**config.mk**
```make
export PLATFORM = sky130hd
export DESIGN_NAME = tvi_lerp
export DESIGN_NICKNAME = d
export VERILOG_FILES = /design/src/rtl/core/tvi_lerp.sv
export SDC_FILE = /design/constraint.sdc
export NUM_CORES = 1
export LEC_CHECK = 0
export BUFFER_PORTS_ARGS = -buffer_cell sky130_fd_sc_hd__buf_2
export CORE_UTILIZATION = 60
export DETAILED_ROUTE_END_ITERATION = 10
export PLACE_DENSITY = 0.82
export SLEW_MARGIN = 20
export SYNTH_ARGS = -nofsm -noshare
export SYNTH_HDL_FRONTEND = slang
export SYNTH_SLANG_ARGS = --single-unit
```
**constraint.sdc**
```tcl
create_clock -name clk -period 11.4 [get_ports clk]
set_input_delay 0.57 -clock clk [delete_from_list [all_inputs] [get_ports clk]]
set_output_delay 0.57 -clock clk [all_outputs]
set_load 0.005 [all_outputs]
```
**src/rtl/core/tvi_lerp.sv**
```systemverilog
// One registered axis blend: a*(1-f) + b*f at scale 2^FB, exact.
module tvi_lerp #(
  parameter int VAL_W = 8,
  parameter int FB    = 16
) (
  input  logic                  clk,
  input  logic [VAL_W-1:0]      a,
  input  logic [VAL_W-1:0]      b,
  input  logic [FB-1:0]         f,
  output logic [VAL_W+FB-1:0]   res_r
);

  localparam int PW = VAL_W + FB + 2;

  logic signed [VAL_W:0]   diff;
  logic signed [PW-1:0]    prod;
  logic signed [PW-1:0]    base;
  logic signed [PW-1:0]    sum;
  logic [VAL_W+FB-1:0]     res_nxt;

  // a*2^FB + (b-a)*f: one signed multiply; the total is never negative
  assign diff    = $signed({1'b0, b}) - $signed({1'b0, a});
  assign prod    = PW'(diff) * PW'($signed({1'b0, f}));
  assign base    = $signed({2'b00, a, {FB{1'b0}}});
  assign sum     = base + prod;
  assign res_nxt = sum[VAL_W+FB-1:0];

  always_ff @(posedge clk) begin
    res_r <= res_nxt;
  end

endmodule

```
* Yosys cells after proc, flatten, opt, wreduce, memory -nomap -nowiden *
Index checks and enable logic that the tools add are counted.

operators by class
  add/sub/neg operators = 2
  $mul = 1

operator list
  operator                                       count
  24-bit adder                                   1
  9-bit by 17-bit multiplier with 24-bit output  1
  8-bit by 8-bit subtractor with 9-bit output    1

word-level totals
  output and inout bits = 24
  word-level logic and storage cells = 4
  flip-flop bits (word level) = 24
  input port bits = 33

* Longest topological paths before layout *
Gate-level depths: netlist of run 1.

  depth after elaboration = 3
  depth in mapped cells = 27
  depth with buffers taken out = 27

* Worst setup path after synthesis of run 1 *
OpenSTA, ideal clock, no wires.

  path type = in2reg
  start point = input port b[0]
  end point = register res_r[22]
  stages on the path = 25
  setup time = 0.121 ns
  path buffers = 1
  data arrival time = 5.953 ns
  required time = 11.279 ns
  path slack = 5.326 ns
  path through = inv_1 ha_1 fa_1 nand2b_1 a21boi_2 nor2_1 xnor2_1 clkbuf_1 and2_1 fa_1 inv_1 fa_1 inv_1 fa_1 fa_1 inv_1 fa_1 inv_1 ha_1 o21ai_0 o21ai_1 a21oi_2 o31ai_2 mux2i_1 nand2_1

on the way
  longest elaborated chain between the ends = 3

ends and longest elaborated chain
  what                                           line  source
  from (decl)                                    8     input logic [VAL_W-1:0] b,
  8-bit by 8-bit subtractor with 9-bit output    22    assign diff = $signed({1'b0, b}) - $signed({1'b0, a});
  9-bit by 17-bit multiplier with 24-bit output  23    assign prod = PW'(diff) * PW'($signed({1'b0, f}));
  24-bit adder                                   25    assign sum = base + prod;
  net sum[22]                                    18    logic signed [PW-1:0] sum;
  to (signal assigned)                           29    res_r <= res_nxt;
  to (decl)                                      10    output logic [VAL_W+FB-1:0] res_r

The timed path passes the listed nets, and every way through them passes these cells.

* Worst setup path after layout of run 1 *
  start point = input port a[0]
  end point = register res_r[22]

on the way
  longest elaborated chain between the ends = 3

ends and longest elaborated chain
  what                                           line  source
  from (decl)                                    7     input logic [VAL_W-1:0] a,
  8-bit by 8-bit subtractor with 9-bit output    22
  9-bit by 17-bit multiplier with 24-bit output  23
  24-bit adder *                                 25
  net sum[22]                                    18

Mark *: on every way through the listed nets, which the timed path passes. The rest lies on a longest branch.

==> results of run 1 <==
==> cell usage in the layout (no fill, tap or decap), drive strengths merged, types with 2 or more instances in the layout <==
cell type / count
nand2: 32
nor2: 21
a21o: 5
and2: 71
clkbuf: 3
a21boi: 2
nand3: 3
nor3b: 2
a21oi: 19
xor2: 6
nor3: 4
a211oi: 3
ha: 62
inv: 120
dfxtp: 24
xnor2: 21
nand2b: 29
o21ai: 17
o31ai: 3
or2: 3
nor2b: 9
fa: 107
buf: 59
==> cell families after synthesis <==
family	Yosys count	synth area share, %
AO/OA/AOI/OAI	54	6.96
XOR/XNOR	27	4.67
adder cells (fa/ha/maj)	169	52.7
buffers and inverters	130	9.17
flip-flops	24	8.67
multiplexers	1	0.181
AND/OR/NAND/NOR	177	17.7
==> final cells by class <==
type	count	area, um^2
tap	108	135
sequential	24	480
fill	727	2850
multi-input combinational	428	4560
clock inverter	1	30.0
inverter	120	450
clock buffer	3	41.3
timing repair buffer	59	303
==> worst max path at each step <==
stage,startpoint,to,slack [ns],depth (start not counted)
after floorplan,b[0],res_r[22],5.33,25
after global placement,a[0],res_r[22],4.70,25
after detailed placement,a[0],res_r[23],4.49,24
after CTS,a[0],res_r[22],4.76,25
after global routing,a[0],res_r[23],4.42,24
final,a[0],res_r[22],4.75,25
==> layer usage <==
metal	part of all wire (%)	vias up
met5	0	-
met4	2.5	0
met3	2.8	23
met2	55	91
met1	39	2020
li1	-	1866
==> per-stage QoR <==
step	std cells	hold WS (ns)	instance area (um^2)
2_1_floorplan	582	0.698	5540
3_3_place_gp	739	0.898	5930
3_5_place_dp	739	0.907	5930
4_1_cts	743	0.618	6000
5_1_grt	743	0.623	6000
6_report	743	0.630	6000
==> out/metrics.cfg, run 1 <==
[worst_setup_path]
path_class = in -> reg
crit_fanout = 16
arrival_ns = 6.81
crit_top_cell = fa_1
crit_slowest_cell = xnor2_2
cp_num_buf_inv = 4
crit_family = adder cells
end_kind = flip-flop
crit_required_ns = 11.56
max_stage_delay_ns = 0.55
crit_path_start_kind = input pin

[placement]
place_ws_ns = 4.49
io_buffers = 56
hpwlAfterDp_mm = 9.54
gp_congestion = 0.891

[synthesis]
synth.net_count = 784
synth_top_area_share_pct = 38.7
yosysUniqueCellTypes = 43
ys_seq_area_share_pct = 8.67
synth.area.top_cells = fa_1 (39%), ha_1 (14%), dfxtp_1 (8.7%), inv_1 (8.1%), and2_1 (8.0%)
async_flop_share_pct = 0
postSynthCellCount = 582
syn_avg_cell_area_um2 = 9.52
synth_area_um2 = 5540
synth_top_area_cell = fa_1
synth_common_cells = inv_1 (120), fa_1 (107), and2_1 (71), ha_1 (62), nand2_1 (32)
yosysWarnings = 0
synthFlopType = dfxtp_1
post-synth-top-count-cell = inv_1
synth_seq_cells = 24
synth_edf_count = 0

[floorplanning]
rows = 34
dieArea_um2 = 9620
dieWidth_um = 98.1
pin_count = 57
initial_core_util_pct = 62.6
coreArea_um2 = 8850
die_h_um = 98.1

[route]
wire_per_inst_um = 15.1
drc = 3
drt-pass1-iter-count = 7
drtIter0Drc = 130
viasPerCell = 5.38
wl_mm = 11.2
postRouteAntennaNets = 0
vias = 4000

[finish]
drive_above_1_share_pct = 14.0
fin_util_pct = 67.8
insertedDiodeCount = 0
num-nets-final = 838
syn_to_final_growth_pct = 8.29
largest_reg_flops = 24
largest-register = res_r
largestRegisters = res_r x24

[outcome]
status = finished with violations
violations = DRC

[worst_hold_path]
hp-class = in -> reg
holdPathEnd = res_r[0]
min_from = f[0]
hold_path_depth = 2

[timing]
fmax_ghz = 0.150
worst_pin_slew_ns = 0.768
fin_ws_ns = 4.75
tns_ns = 0
hold_viol = 0
drv_slew = 0
rsz0062_at_grt = false
min_period_over_period_pct = 58.3
setup_viol = 0
relSlewSlack_pct = 48.8
period_minus_slack_ns = 6.65

[cts]
root_buffer = clkbuf_8
cts_made_buffers = 3
cts_hold_buf = 0
cts_tree = done
clockBufferDepth = 2
clkTransAtPathRegs_ns = 0.08
cts.sinks = 24
htreeDepth = 1
postCtsSetupBuffers = 0
cts_resized = 0

[grt]
met3_usage_pct = 2.51
use_met1_pct = 30.2
grt_pass1_vias = 4249
grt-busiest-layer = met2
grt_max_degree = 18
globalRouteMet2Util_pct = 48.6
grt_usage_pct = 25.4
grt.overflow.total = 0
grt_pass1_wl_mm = 19.5
antenna_found_initial = 0

[flow_run]
max_cap_violations = 0

Power of run 1 is not shown: default switching activity piles up to over one toggle a cycle in this logic, so the estimate is an artifact.
==> run 2, diff against run 1 <==
--- a/config.mk
+++ b/config.mk
@@ -6,9 +6,9 @@
 export NUM_CORES = 1
 export LEC_CHECK = 0
 export BUFFER_PORTS_ARGS = -buffer_cell sky130_fd_sc_hd__buf_2
-export CORE_UTILIZATION = 60
+export CORE_UTILIZATION = 56
 export DETAILED_ROUTE_END_ITERATION = 10
-export PLACE_DENSITY = 0.82
+export PLACE_DENSITY = 0.8
 export SLEW_MARGIN = 20
 export SYNTH_ARGS = -nofsm -noshare
 export SYNTH_HDL_FRONTEND = slang
==> constraint.sdc (replaced) <==
create_clock -name clk -period 5.3 [get_ports clk]
set_input_delay 0.265 -clock clk [delete_from_list [all_inputs] [get_ports clk]]
set_output_delay 0.265 -clock clk [all_outputs]
set_load 0.005 [all_outputs]
==> out/metrics.cfg, run 2 (same netlist as run 1, synthesis figures left out) <==
[finish]
seq_area_um2 = 480
insertedDiodeCount = 0
layout_common_cells = inv_1 (113), fa_1 (105), buf_4 (71)
multi_input_area_um2 = 4880
num-nets-final = 908
largest_reg_flops = 24
fillers = 682
largest-register = res_r
syn_to_final_growth_pct = 25.2
fin_util_pct = 73.7
layout_commonest_cell = inv_1
drive_above_1_share_pct = 29.4
largestRegisters = res_r x24

[floorplanning]
coreArea_um2 = 9420
dieWidth_um = 101
dieArea_um2 = 10300
rows = 35
pin_count = 57
die_h_um = 101
initial_core_util_pct = 58.8

[route]
drtIter0Drc = 165
drc = 0
viasPerCell = 5.26
vias = 4390
postRouteAntennaNets = 0
drt-pass1-iter-count = 4
wl_mm = 13.4
wire_per_inst_um = 16.1

[worst_hold_path]
holdPathEnd = res_r[0]
min_from = f[0]
hp-class = in -> reg
hold_path_depth = 2

[timing]
hold_viol = 0
tns_ns = -0.829
rsz0062_at_grt = true
relSlewSlack_pct = 76.2
min_period_over_period_pct = 103
setup_viol = 7
drv_slew = 0
whs_ns = 0.324
worst_pin_slew_ns = 0.357
fmax_ghz = 0.183
fin_ws_ns = -0.166
period_minus_slack_ns = 5.47

[placement]
hpwlAfterDp_mm = 11.1
gp_congestion = 0.878
io_buffers = 56

[worst_setup_path]
path_class = in -> reg
crit_family = adder cells
crit_required_ns = 5.46
crit_top_cell = fa_1
max_stage_delay_ns = 0.57
arrival_ns = 5.63
crit_fanout = 7
crit_path_start_kind = input pin
crit_slowest_cell = fa_2
cp_num_buf_inv = 4
end_kind = flip-flop

[cts]
htreeDepth = 1
clkTransAtPathRegs_ns = 0.09
clockBufferDepth = 2
cts_made_buffers = 3
cts_tree = done
cts.sinks = 24
root_buffer = clkbuf_8

[grt]
grt_pass1_wl_mm = 22.3
grt_max_degree = 15
grt_usage_pct = 28.5
grt.overflow.total = 0
grt_pass1_vias = 4855
antenna_found_initial = 0

[outcome]
status = finished with violations
violations = setup timing

[flow_run]
max_cap_violations = 0

-- run 2: cell types whose count changed in the layout (fill, tap and decap cells not counted), moves of 7 or more --
cell and change:
ha_1 -12, buf_4 +68, ha_4 +12, inv_1 -7
-- run 2: how the worst max path moves through the flow --
stage          start         to  slack, ns  cells past startpoint
6_report        b[0]  res_r[22]      -0.17                     25
5_1_grt         b[0]  res_r[22]      -0.37                     25
4_1_cts         b[0]  res_r[23]      -0.12                     26
3_5_place_dp    b[0]  res_r[22]      -0.57                     27
3_3_place_gp    b[0]  res_r[23]      -0.47                     26
2_1_floorplan   b[0]  res_r[19]      -0.14                     27
-- run 2: cell type report --
cell class,count,area share [%]
multi-input cells,428,70.4
repair buffers,129,12.6
flip-flops and latches,24,6.93
inverters,120,6.68
well taps,129,2.33
clock buffers,3,0.595
clock inverters,1,0.433
-- run 2: metrics by stage --
step	instance area, um^2	instances	setup slack, ns
4_1_cts	6870	834	-0.116
5_1_grt	6940	834	-0.371
6_report	6940	834	-0.166
3_5_place_dp	6610	823	-0.567
3_3_place_gp	6610	823	-0.475
2_1_floorplan	5710	582	-0.141
-- run 2: per-layer routing --
layer / up-vias / wire length, um / GRT usage [%]
li1: 2003 / - / -
met1: 2224 / 4880 / 31.7
met2: 117 / 7350 / 54.5
met3: 46 / 595 / 3.93
met4: 0 / 566 / 11.7
met5: - / 0 / 0
-- run 2: what timing repair did --
item,4_1_cts,5_1_grt
endpoints found under the setup margin,11,11
gates resized for setup,30,14
setup buffers,6,0
cloned,1,0
pin swaps,28,12
hold buffers,0,0
Power of run 2 is left out for the same reason.
